### config.mk
export PLATFORM = sky130hd
export DESIGN_NAME = pkt_line_command_deframer
export DESIGN_NICKNAME = d
export VERILOG_FILES = /design/src/hw/rtl/pktd_pkg.sv /design/src/hw/rtl/pkt_line_command_deframer.sv /design/src/hw/rtl/pktd_parse.sv /design/src/hw/rtl/pktd_out_reg.sv
export SDC_FILE = /design/constraint.sdc
export NUM_CORES = 1
export LEC_CHECK = 0
export BUFFER_PORTS_ARGS = -buffer_cell sky130_fd_sc_hd__buf_4
export CAP_MARGIN = 20
export CORE_ASPECT_RATIO = 2
export CORE_MARGIN = 2
export CORE_UTILIZATION = 35
export DETAILED_ROUTE_END_ITERATION = 10
export HOLD_SLACK_MARGIN = 0.05
export PLACE_DENSITY_LB_ADDON = 0.15
export SLEW_MARGIN = 30
export SYNTH_ARGS = -nofsm -noshare
export SYNTH_HDL_FRONTEND = slang
export SYNTH_SLANG_ARGS = --single-unit
### constraint.sdc
create_clock -name clk -period 4.3 [get_ports clk]
set_input_delay 0.86 -clock clk [delete_from_list [all_inputs] [get_ports clk]]
set_output_delay 0.86 -clock clk [all_outputs]
set_load 0.02 [all_outputs]
### src/hw/rtl/pktd_pkg.sv
// ----------------------------------------------------------------------------
// pktd_pkg: shared types and constants of the line command deframer
// Holds the phase and error codes, the result word layout and the hex decode.
// ----------------------------------------------------------------------------
`default_nettype none

package pktd_pkg;

	localparam int unsigned ByteW    = 8;
	localparam int unsigned LenW     = 16;
	localparam int unsigned CmdCntW  = 16;
	localparam int unsigned PackCntW = 32;
	localparam int unsigned OutDataW = 56;

	// Length of an empty command: the four header digits alone.
	localparam logic [LenW-1:0] HeaderLen = 16'd4;

	// Parser phase, one-hot.
	typedef enum logic [3:0] {
		PH_HEADER = 4'b0001,
		PH_BODY   = 4'b0010,
		PH_PACK   = 4'b0100,
		PH_ERROR  = 4'b1000
	} pktd_phase_t;

	// Sticky error codes.
	typedef enum logic [1:0] {
		ERR_NONE  = 2'd0,
		ERR_HEX   = 2'd1,
		ERR_SHORT = 2'd2,
		ERR_MAGIC = 2'd3
	} pktd_err_t;

	// Byte classes reported with every word.
	typedef enum logic [1:0] {
		CLS_LENGTH = 2'd0,
		CLS_BODY   = 2'd1,
		CLS_PACK   = 2'd2,
		CLS_ERROR  = 2'd3
	} pktd_class_t;

	// Result word; the last member sits in the lowest bits.
	typedef struct packed {
		pktd_err_t             error_kind;
		logic [PackCntW-1:0]   pack_total;
		logic [CmdCntW-1:0]    command_total;
		logic                  entered_pack;
		logic                  command_done;
		pktd_class_t           byte_class;
	} pktd_result_t;

	// Magic that opens the pack section.
	localparam logic [ByteW-1:0] PackMagic [4] = '{8'h50, 8'h41, 8'h43, 8'h4B};

	// Hex digit decode: bit 4 set marks a byte that is no hex digit.
	function automatic logic [4:0] hex_decode(input logic [ByteW-1:0] c);
		logic [4:0] v;
		v = 5'h10;
		if (c >= 8'h30 && c <= 8'h39) begin
			v = {1'b0, c[3:0]};
		end else if ((c >= 8'h61 && c <= 8'h66) || (c >= 8'h41 && c <= 8'h46)) begin
			v = {1'b0, c[3:0] + 4'd9};
		end
		return v;
	endfunction

endpackage

`default_nettype wire

### src/hw/rtl/pkt_line_command_deframer.sv
// ----------------------------------------------------------------------------
// pkt_line_command_deframer: line-framed command stream deframer
// Parses four-digit hex length headers, skips command bodies, switches to the
// pack section on a flush header and checks the PACK magic.
// ----------------------------------------------------------------------------
// The block takes one byte per cycle while no word is stalled and returns one
// result word per byte, in the cycle after the byte is taken. All per-byte work is a
// single pass of shallow logic from the parser state to the result register,
// so a byte can follow in every cycle; the result register takes the next byte
// in the same cycle in which the previous word drains, and s_tready stays low
// while a word waits on m_tready. Framing errors are sticky until reset.
`default_nettype none

module pkt_line_command_deframer import pktd_pkg::*; (
	input  wire logic                 clk,
	input  wire logic                 arst_n,
	input  wire logic                 s_tvalid,
	output logic                      s_tready,
	// [7:0] data_byte
	input  wire logic [ByteW-1:0]     s_tdata,
	output logic                      m_tvalid,
	input  wire logic                 m_tready,
	// [1:0] byte_class, [2] command_done, [3] entered_pack,
	// [19:4] command_total, [51:20] pack_total, [53:52] error_kind, [55:54] zero
	output logic [OutDataW-1:0]       m_tdata
);

	pktd_result_t  result;
	logic          load;

	assign load = s_tvalid && s_tready;

	pktd_parse u_parse (
		.clk       (clk),
		.arst_n    (arst_n),
		.load      (load),
		.data_byte (s_tdata),
		.result    (result)
	);

	pktd_out_reg u_out_reg (
		.clk       (clk),
		.arst_n    (arst_n),
		.in_valid  (s_tvalid),
		.in_ready  (s_tready),
		.in_result (result),
		.m_tvalid  (m_tvalid),
		.m_tready  (m_tready),
		.m_tdata   (m_tdata)
	);

endmodule

`default_nettype wire

### src/hw/rtl/pktd_parse.sv
// ----------------------------------------------------------------------------
// pktd_parse: per-byte framing state and result logic
// Holds the parser state and computes the result for the byte being taken.
// ----------------------------------------------------------------------------
`default_nettype none

module pktd_parse import pktd_pkg::*; (
	input  wire logic               clk,
	input  wire logic               arst_n,
	input  wire logic               load,
	input  wire logic [ByteW-1:0]   data_byte,
	output pktd_result_t            result
);

	pktd_phase_t           phase_q, phase_d;
	logic [LenW-1:0]       accum_q, accum_d;
	logic [1:0]            digits_q, digits_d;
	logic [LenW-1:0]       body_left_q, body_left_d;
	logic [2:0]            magic_q, magic_d;
	logic [CmdCntW-1:0]    cmd_cnt_q, cmd_cnt_d;
	logic [PackCntW-1:0]   pack_cnt_q, pack_cnt_d;
	pktd_err_t             err_q, err_d;

	logic [4:0]            hex;
	logic [LenW-1:0]       len;
	logic [LenW-1:0]       body_dec;
	pktd_class_t           cls;
	logic                  done;
	logic                  entered;

	assign hex      = hex_decode(data_byte);
	assign len      = {accum_q[LenW-5:0], hex[3:0]};
	assign body_dec = (body_left_q != '0) ? body_left_q - LenW'(1) : '0;

	// Next state and result of the current byte.
	always_comb begin
		phase_d     = phase_q;
		accum_d     = accum_q;
		digits_d    = digits_q;
		body_left_d = body_left_q;
		magic_d     = magic_q;
		cmd_cnt_d   = cmd_cnt_q;
		pack_cnt_d  = pack_cnt_q;
		err_d       = err_q;
		cls         = CLS_ERROR;
		done        = 1'b0;
		entered     = 1'b0;
		unique case (phase_q)
			PH_HEADER: begin
				if (hex[4]) begin
					err_d   = ERR_HEX;
					phase_d = PH_ERROR;
				end else if (digits_q != 2'd3) begin
					accum_d  = len;
					digits_d = digits_q + 2'd1;
					cls      = CLS_LENGTH;
				end else begin
					accum_d  = '0;
					digits_d = '0;
					if (len == '0) begin
						phase_d = PH_PACK;
						magic_d = '0;
						entered = 1'b1;
						cls     = CLS_LENGTH;
					end else if (len < HeaderLen) begin
						err_d   = ERR_SHORT;
						phase_d = PH_ERROR;
					end else if (len == HeaderLen) begin
						if (cmd_cnt_q != '1) cmd_cnt_d = cmd_cnt_q + CmdCntW'(1);
						done = 1'b1;
						cls  = CLS_LENGTH;
					end else begin
						body_left_d = len - HeaderLen;
						phase_d     = PH_BODY;
						cls         = CLS_LENGTH;
					end
				end
			end
			PH_BODY: begin
				cls         = CLS_BODY;
				body_left_d = body_dec;
				if (body_dec == '0) begin
					if (cmd_cnt_q != '1) cmd_cnt_d = cmd_cnt_q + CmdCntW'(1);
					done     = 1'b1;
					phase_d  = PH_HEADER;
					digits_d = '0;
					accum_d  = '0;
				end
			end
			PH_PACK: begin
				if (magic_q[2] || data_byte == PackMagic[magic_q[1:0]]) begin
					if (!magic_q[2]) magic_d = magic_q + 3'd1;
					cls = CLS_PACK;
					if (pack_cnt_q != '1) pack_cnt_d = pack_cnt_q + PackCntW'(1);
				end else begin
					err_d   = ERR_MAGIC;
					phase_d = PH_ERROR;
				end
			end
			PH_ERROR: begin
				cls = CLS_ERROR;
			end
			default: begin
				cls = CLS_ERROR;
			end
		endcase
	end

	// The result carries the totals after this byte.
	always_comb begin
		result.byte_class    = cls;
		result.command_done  = done;
		result.entered_pack  = entered;
		result.command_total = cmd_cnt_d;
		result.pack_total    = pack_cnt_d;
		result.error_kind    = err_d;
	end

	// Parser state registers.
	always_ff @(posedge clk or negedge arst_n) begin
		if (!arst_n) begin
			phase_q     <= PH_HEADER;
			accum_q     <= '0;
			digits_q    <= '0;
			body_left_q <= '0;
			magic_q     <= '0;
			cmd_cnt_q   <= '0;
			pack_cnt_q  <= '0;
			err_q       <= ERR_NONE;
		end else if (load) begin
			phase_q     <= phase_d;
			accum_q     <= accum_d;
			digits_q    <= digits_d;
			body_left_q <= body_left_d;
			magic_q     <= magic_d;
			cmd_cnt_q   <= cmd_cnt_d;
			pack_cnt_q  <= pack_cnt_d;
			err_q       <= err_d;
		end
	end

endmodule

`default_nettype wire

### src/hw/rtl/pktd_out_reg.sv
// ----------------------------------------------------------------------------
// pktd_out_reg: result register of the deframer
// Holds one result word; the input waits while that word is stalled.
// ----------------------------------------------------------------------------
`default_nettype none

module pktd_out_reg import pktd_pkg::*; (
	input  wire logic                 clk,
	input  wire logic                 arst_n,
	input  wire logic                 in_valid,
	output logic                      in_ready,
	input  wire pktd_result_t         in_result,
	output logic                      m_tvalid,
	input  wire logic                 m_tready,
	output logic [OutDataW-1:0]       m_tdata
);

	logic          valid_q;
	pktd_result_t  result_q;

	// A new word may enter when the register is empty or drains this cycle.
	assign in_ready = !valid_q || m_tready;

	always_ff @(posedge clk or negedge arst_n) begin
		if (!arst_n) begin
			valid_q <= 1'b0;
		end else if (in_ready) begin
			valid_q <= in_valid;
		end
	end

	always_ff @(posedge clk) begin
		if (in_ready && in_valid) begin
			result_q <= in_result;
		end
	end

	assign m_tvalid = valid_q;
	assign m_tdata  = {{(OutDataW - $bits(pktd_result_t)){1'b0}}, result_q};

endmodule

`default_nettype wire

==> results of run 1 <==
## routing by layer
| metal | track usage | vias up | part of all wire |
|---|---|---|---|
| li1 | - | 2920 | - |
| met1 | 0.1772 | 2857 | 0.37 |
| met2 | 0.3210 | 103 | 0.57 |
| met3 | 0.03654 | 39 | 0.022 |
| met4 | 0.09409 | 0 | 0.043 |
| met5 | 0 | - | 0 |
## through the flow
| stage | worst slack, ns | util |
|---|---|---|
| final | 0.6545 | 0.4177 |
| after global routing | 0.3601 | 0.4177 |
| after CTS | 0.6538 | 0.4177 |
| after detailed placement | 0.1923 | 0.3923 |
| after global placement | 0.2674 | 0.3923 |
| after floorplan | 0.3352 | - |
## cell type report
type,count,area [um^2],share of cell area
sequential,142,3825,0.4150
timing repair buffer,90,675.6,0.07331
clock inverter,12,115.1,0.01249
inverter,22,82.58,0.008960
clock buffer,20,446.7,0.04847
multi-input combinational,577,3726,0.4043
tap,276,345.3,0.03747
## registers in the layout, indices dropped and copies added (netlist names)
signal,count
u_out_reg.m_tdata,54
u_out_reg.m_tvalid,1
u_parse.accum_q,12
u_parse.body_left_q,16
u_parse.cmd_cnt_q,16
u_parse.digits_q,2
u_parse.err_q,2
u_parse.magic_q,3
u_parse.pack_cnt_q,32
u_parse.phase_q,4
## critical path, cell delays in order
cell     delay (ns)
buf_4          0.12
inv_1          0.07
ha_1           0.20
nor3b_1        0.13
nor4_1         0.18
buf_4          0.17
a21oi_1        0.07
or2_2          0.35
ha_1           0.26
nor3b_1        0.22
buf_4          0.15
a31oi_1        0.19
nor3_4         0.53
nand2_1        0.14
mux2_4         0.31
## how the worst min path moves through the flow
| stage | endpoint | start | cells after the start |
|---|---|---|---|
| 3_5_place_dp | u_parse.digits_q[1] | u_parse.digits_q[1] | 1 |
| 3_3_place_gp | u_parse.digits_q[1] | u_parse.digits_q[1] | 1 |
| 2_1_floorplan | u_parse.err_q[0] | u_parse.err_q[0] | 2 |
| 4_1_cts | u_parse.pack_cnt_q[5] | arst_n | 1 |
| 6_report | u_parse.pack_cnt_q[5] | arst_n | 1 |
| 5_1_grt | u_parse.pack_cnt_q[5] | arst_n | 1 |
## report_power, final
group | internal [W] | switching [W] | total (W)
clock | 0.000813 | 0.000592 | 0.00141
sequential | 0.00143 | 0.0000146 | 0.00145
combinational | 0.0000659 | 0.000124 | 0.000190
total | 0.00231 | 0.000731 | 0.00304
## placed cells by master, fill, tap and decap left out, types with 16 or more instances in the layout
cell	instances
edfxtp_1	54
inv_1	20
o21ai_0	32
dfrtp_1	87
a22o_1	16
buf_4	90
xor2_1	52
nand3_1	31
clkbuf_16	17
nand2_1	74
nor2_1	87
xnor2_1	45
nand4_1	17
a21oi_1	30
nor3_1	22
## cell families after synthesis
family	synth area share
AND/OR/NAND/NOR	0.2217
flip-flops	0.4890
AO/OA/AOI/OAI	0.1120
XOR/XNOR	0.1086
buffers and inverters	0.03503
adder cells (fa/ha/maj)	0.01920
multiplexers	0.01392
other	0.0004795
==> impl_metrics.toml, run 1 <==
[detailed_routing]
drtAntennaViolNets = 0
vias = 5919
drt_pass1_iterations = 6
wirelength_mm = 19.49
drtIter0Drc = 241
viasPerCell = 5.197
wire_per_inst_um = 17.12
drc_errors = 0

[grt]
first_global_vias = 5963
antenna_found_initial = 0
gr-usage-all-layers = 0.1745
grt_max_degree = 50
grt_pass1_wl_mm = 31.19
overflow = 0

[clock_network]
clk_pin_slew_ns = 0.06
clk_latency_ns = 0.43
h-tree-depth = 4
post_cts_buffers = 0
cts_tree = "yes"
ctsHoldBuffers = 0
cts_resized = 0
clk_path_buf_depth = 2
clockRootBuffer = "clkbuf_16"
clock-sinks = 142
cts_buffers = 17

[final_layout]
area_growth_pct = 17.84
nNetsFinal = 874
fill_cells = 2190
num_antenna_cells = 0
drive_gt1_frac = 0.1842
final-instance-count-excl-fill = 1139
stdcell_area_um2 = 9216

[floorplan]
die_h_um = 215.4
core-area_um2 = 22060
io_pins = 70
die_width_um = 109.7
std_cell_rows = 77
start_util = 0.3545
floorplan.die_area_um2 = 23630

[sta]
fin_hold_ws_ns = 0.4386
fin_skew_ns = 0.007885
rsz0062_at_grt = "no"
slew_headroom = 0.4709
slew_violations = 0
max_clock_freq_mhz = 274.3
finalCriticalPeriod_ns = 3.645
setup_viol = 0
fin_setup_tns_ns = 0
hold_viol = 0
min_period_over_period = 0.8478
worst_pin_slew_ns = 0.7854

[pwr]
vdd_drop_max_uv = 218.2
p_per_area_nw_per_um2 = 330.1
p_leak_nw = 3.969
power.total_w = 0.003043

[synth]
syn_area_per_cell_um2 = 10.05
synthTopCellsByCount = "dfrtp_1 (87), nor2_1 (87), nand2_1 (74)"
synthCells = 778
ys_warn_count = 0
synth_top_area_share = 0.2784
synth.distinct_cells = 82
yosys-top-cells-area = "dfrtp_1 (28%), edfxtp_1 (21%), xor2_1 (5.8%), xnor2_1 (5.0%), nor2_1 (4.2%)"
ys_ff_latch = 142
synthFlopType = "dfrtp_1"
synth_edf_count = 54
synthArstFlopShare = 0.6197
yosysTopAreaCell = "dfrtp_1"
syn_area_um2 = 7821
yosysSeqAreaShare = 0.4890

[placement]
port_buffers = 67
globalplace.congestion = 0.8479
place_inst = 1107
dp_hpwl_mm = 14.86
placed_area_um2 = 8655

[outcome]
outcome = "finished, final reports clean"

[setup_path]
timing.rr.start = "u_parse.body_left_q[0]"
regToRegSetupSlack_ns = 0.73
critPathArrivalTime_ns = 3.97
startpoint = "s_tdata[0]"
critPathKind = "in -> reg"
r2r.worst_path.cells = 10
r2r_end = "u_parse.cmd_cnt_q[15]"
cp_data_required_time_ns = 4.62
crit_end = "u_parse.cmd_cnt_q[15]"
start_kind = "primary input"
cp_max_fo = 13
end_kind = "flop"

[hold_path]
min_path_type = "in -> async"

[job]
drv_cap = 0
Note: power is estimated with default switching activity, not from simulation.
==> run 2: changes to the inputs <==
Clock period 4.3 ns to 3.2 ns, I/O delays scaled along.
==> run 2 against run 1 <==
  * Worst setup slack worse by 0.59 ns
  * Routed wire length rose by 5.9%
  * Critical endpoint is now u_out_reg.m_tdata[19]
  * Cell count increased by 6.8%
  * Hold slack got worse by 0.23 ns
  * Utilization rose by 3.9 points
  * Largest power group unchanged
  * First-iteration DRC count shrank 5.0%
  * Global-route usage increased by 1.1 points
  * Clock power grew 38%
==> impl_metrics.toml, run 2 (synthesis gave the netlist of run 1 again) <==
[final_layout]
layout_common_cells = "buf_4 (160), dfrtp_1 (87), nor2_1 (86), nand2_1 (73), edfxtp_1 (54)"
num_antenna_cells = 0
final_common_cell = "buf_4"
area_growth_pct = 28.80
nNetsFinal = 951
drive_gt1_frac = 0.2809
final-instance-count-excl-fill = 1216
postLayoutCoreUtil = 0.4566
largest_register_ffs = 54

[sta]
worst_pin_slew_ns = 0.6355
slew_violations = 0
min_period_over_period = 0.9802
slew_headroom = 0.5763
finalCriticalPeriod_ns = 3.137
setup_viol = 0
max_clock_freq_mhz = 318.8
fin_skew_ns = 0.006722
hold_viol = 0

[setup_path]
end_kind = "flop"
cp_data_required_time_ns = 3.39
regToRegSetupSlack_ns = 0.06
cp_slowest_cell = "or4b_4"
r2r_end = "u_out_reg.m_tdata[19]"
critPathArrivalTime_ns = 3.33
cp_max_fo = 10
critPathKind = "reg -> reg"
path_buf_inv = 4
timing.rr.start = "u_parse.body_left_q[1]"
r2r.worst_path.cells = 13
cp_cell_sequence = "inv_2, ha_4, or4b_4, buf_8, or3_4, o211ai_2, and4bb_4, and2_4, o21ai_4, inv_4, buf_4, a21oi_1, nor2_1"
slowest_delay_ns = 0.46
start_kind = "flop"
cp_top_family = "simple AND/OR/NAND/NOR gates"

[clock_network]
clockRootBuffer = "clkbuf_16"
cts_tree = "yes"
clk_latency_ns = 0.44
clk_path_buf_depth = 2
clock-sinks = 142
ctsHoldBuffers = 0
cts_buffers = 17
h-tree-depth = 4
clk_pin_slew_ns = 0.06

[pwr]
vdd_drop_max_uv = 359.6
p_leak_nw = 4.428
p_per_area_nw_per_um2 = 416.5
power.total_w = 0.004196

[floorplan]
die_h_um = 215.4
start_util = 0.3545
floorplan.die_area_um2 = 23630
io_pins = 70
die_width_um = 109.7
core-area_um2 = 22060
std_cell_rows = 77

[hold_path]
min_path_type = "in -> async"

[detailed_routing]
viasPerCell = 5.082
drt_pass1_iterations = 4
drtAntennaViolNets = 0
drc_errors = 0
drtIter0Drc = 229
wirelength_mm = 20.64
vias = 6180
wire_per_inst_um = 16.97

[grt]
first_global_vias = 6449
antenna_found_initial = 0
gr-usage-all-layers = 0.1856
overflow = 0
grt_max_degree = 58
grt_pass1_wl_mm = 33.15

[outcome]
outcome = "finished, final reports clean"

[job]
drv_cap = 0

[placement]
dp_hpwl_mm = 15.57
globalplace.congestion = 0.8297
place_inst = 1178
port_buffers = 67
[run 2: cell count changes in the layout (fill, tap and decap cells not counted), moves of 3 or more]
cell,change
a21oi_1,-4
a21oi_2,+3
buf_12,+4
buf_4,+70
clkinv_2,+3
ha_1,-4
ha_4,+3
inv_1,-5
nor4_1,-3
o21ai_0,-5
o21ai_1,+5
[run 2: repair_timing]
action                                  4_1_cts  5_1_grt
setup buffers                                 0        5
hold endpoints to repair                      0        0
resized for setup                             4       17
endpoints found under the setup margin       25       42
gates cloned                                  0        1
pin swaps                                     0        7
[run 2: layout make-up]
| type | count | area, um^2 |
|---|---|---|
| Timing Repair Buffer | 167 | 1333 |
| Fill cell | 2129 | 11990 |
| Inverter | 22 | 105.1 |
| Clock buffer | 20 | 446.7 |
| Clock inverter | 12 | 122.6 |
| Multi-Input combinational cell | 577 | 3896 |
| Tap cell | 276 | 345.3 |
| Sequential cell | 142 | 3825 |
[run 2: how the worst max path moves through the flow]
stage | startpoint | end | slack (ns) | cells past startpoint
after global placement | s_tdata[1] | u_out_reg.m_tdata[17] | -0.30 | 16
after detailed placement | s_tdata[1] | u_out_reg.m_tdata[10] | -0.37 | 16
final | u_parse.body_left_q[1] | u_out_reg.m_tdata[19] | 0.06 | 13
after floorplan | s_tdata[1] | u_parse.body_left_q[13] | -0.15 | 17
after CTS | u_parse.body_left_q[0] | u_out_reg.m_tdata[15] | 0.04 | 13
after global routing | u_parse.body_left_q[1] | u_parse.cmd_cnt_q[2] | -0.02 | 13
[run 2: stage by stage]
| step | cell area [um^2] | setup slack [ns] | TNS (ns) | hold WS (ns) |
|---|---|---|---|---|
| 6_report | 10070 | 0.06330 | 0 | 0.2047 |
| 5_1_grt | 10070 | -0.02202 | -0.06292 | 0.2515 |
| 4_1_cts | 9936 | 0.03708 | 0 | 0.2199 |
| 3_5_place_dp | 9345 | -0.3704 | -13.50 | 0.4856 |
| 3_3_place_gp | 9345 | -0.3031 | -10.74 | 0.4783 |
| 2_1_floorplan | 7959 | -0.1543 | -1.915 | 0.3444 |
[run 2: power by group]
group	internal, W	switching [W]	total, W
clock network	0.00116	0.000779	0.00194
logic	0.000128	0.000191	0.000318
registers	0.00193	0.0000148	0.00194
total	0.00321	0.000984	0.00420
[run 2: layer usage]
layer | up-vias | part of all wire | global-route usage
li1 | 3072 | - | -
met4 | 0 | 0.032 | 0.08439
met1 | 2969 | 0.35 | 0.1783
met2 | 103 | 0.59 | 0.3626
met3 | 36 | 0.026 | 0.03503
met5 | - | 0 | 0
==> run 3: changes to the inputs <==
Settings changed: REMOVE_ABC_BUFFERS set to 1.
==> run 3 against run 2 <==
  * Total power up 4.4%
  * Largest power group is now clock
  * Clock skew up 0.0045 ns
  * Utilization about the same
==> impl_metrics.toml, run 3 (synthesis gave the netlist of run 1 again) <==
[sta]
setup_viol = 0
finalCriticalPeriod_ns = 3.102
fin_skew_ns = 0.01126
hold_viol = 0
fin_hold_ws_ns = 0.2421
final.setup.worst_slack_ns = 0.09781
slew_headroom = 0.4181
slew_violations = 0
max_clock_freq_mhz = 322.4
worst_pin_slew_ns = 0.8649
min_period_over_period = 0.9694

[final_layout]
nNetsFinal = 949
layout_common_cells = "buf_4 (158), nor2_1 (87), dfrtp_1 (87), nand2_1 (74), edfxtp_1 (54)"
fill_cells = 2107
drive_gt1_frac = 0.2783
final_common_cell = "buf_4"
largest_register_ffs = 54
final-instance-count-excl-fill = 1214
postLayoutCoreUtil = 0.4565
num_antenna_cells = 0
area_growth_pct = 28.78
stdcell_area_um2 = 10070

[detailed_routing]
drtIter0Drc = 252
drt_pass1_iterations = 4
wire_per_inst_um = 17.01
wirelength_mm = 20.66
viasPerCell = 5.215
drtAntennaViolNets = 0
vias = 6331
drc_errors = 0

[setup_path]
cp_slowest_cell = "or4b_4"
cp_data_required_time_ns = 3.51
slowest_delay_ns = 0.46
cp_cell_sequence = "inv_2, ha_4, or4b_4, buf_8, buf_4, nor2_1, mux2i_1, o2111a_1, and4_1, o21a_2, nand3_2, buf_4, a22o_1"
path_buf_inv = 4
start_kind = "flop"
critPathKind = "reg -> reg"
critPathArrivalTime_ns = 3.41
end_kind = "flop"
path_common_cell = "buf_4"
cp_max_fo = 8
cp_top_family = "simple AND/OR/NAND/NOR gates"

[placement]
dp_hpwl_mm = 15.75
globalplace.congestion = 0.8632
dpl_worst_slack_ns = -0.4173
place_inst = 1178
placed_area_um2 = 9238
port_buffers = 67

[clock_network]
clockRootBuffer = "clkbuf_16"
clk_latency_ns = 0.43
clk_pin_slew_ns = 0.06
clock-sinks = 142
cts_tree = "yes"
h-tree-depth = 4
clk_path_buf_depth = 2
cts_buffers = 17

[outcome]
outcome = "finished, final reports clean"

[pwr]
vdd_drop_max_uv = 383.2
p_leak_nw = 4.408
p_per_area_nw_per_um2 = 435.1

[grt]
grt_max_degree = 48
antenna_found_initial = 0
grt_pass1_wl_mm = 33.62
gr-usage-all-layers = 0.1866
first_global_vias = 6521
overflow = 0

[hold_path]
min_path_type = "in -> async"

[floorplan]
start_util = 0.3545
io_pins = 70
std_cell_rows = 77
die_width_um = 109.7
die_h_um = 215.4
core-area_um2 = 22060
floorplan.die_area_um2 = 23630

[job]
drv_cap = 0
## run 3: cell types whose count changed in the layout (fill, tap and decap cells not counted), sizes merged
cell	previous run	this run
clkbuf	21	18
buf	166	164
bufinv	2	4
clkinv	9	7
inv	22	24
clkinvlp	1	2
## run 3: final cells by class
type	instances	area, um^2	area share
timing repair buffer	164	1292	0.1283
clock buffer	18	439.2	0.04360
tap	276	345.3	0.03429
inverter	22	85.08	0.008447
timing repair inverter	1	7.507	0.0007453
sequential	142	3825	0.3798
multi-input combinational	577	3887	0.3860
clock inverter	14	190.2	0.01888
## run 3: report_power, final
group          switching (W)  internal [W]  total, W
clock               0.000804       0.00133   0.00213
sequential         0.0000152       0.00193   0.00194
combinational       0.000189      0.000123  0.000312
## run 3: through the flow
stage	power [W]	TNS, ns
2_1_floorplan	0.002114	-24.53
3_3_place_gp	0.002280	-14.31
3_5_place_dp	0.002281	-16.81
4_1_cts	0.004440	0
5_1_grt	0.004546	-0.06944
6_report	0.004382	0
## run 3: worst paths after layout
path | startpoint | end | slack [ns] | cells after the start
worst max-delay path | u_parse.body_left_q[1] | u_parse.accum_q[9] | 0.1 | 13
worst min-delay path | arst_n | u_parse.pack_cnt_q[11] | 0.24 | 1
worst max register to register | u_parse.body_left_q[1] | u_parse.accum_q[9] | 0.1 | 13
worst min register to register | u_parse.err_q[0] | u_parse.err_q[0] | 0.51 | 2
max in group asynchronous | arst_n | u_parse.body_left_q[13] | 2.25 | 2
min in group clk | s_tvalid | u_out_reg.m_tvalid | 0.42 | 2
## run 3: worst reg2reg max path: cells and delay by family, from the launching register on
family	cells	cell delay [ns]
AO/OA/AOI/OAI	3	0.67
flip-flops	1	0.40
buffers and inverters	4	0.59
AND/OR/NAND/NOR	4	0.90
multiplexers	1	0.28
adder cells (fa/ha/maj)	1	0.14
## run 3: routing by layer
| layer | GRT usage | part of all wire | vias to the layer above |
|---|---|---|---|
| li1 | - | - | 3070 |
| met1 | 0.1880 | 0.35 | 3077 |
| met2 | 0.3584 | 0.59 | 149 |
| met3 | 0.03352 | 0.027 | 35 |
| met4 | 0.08017 | 0.029 | 0 |
| met5 | 0 | 0 | - |
## run 3: repair_timing
item,in CTS,in global routing
cloned,0,1
gates resized for setup,8,32
hold buffers,0,0
hold endpoints to repair,0,0
pin swaps,1,12
endpoints found under the setup margin,38,64
buffers inserted,0,3
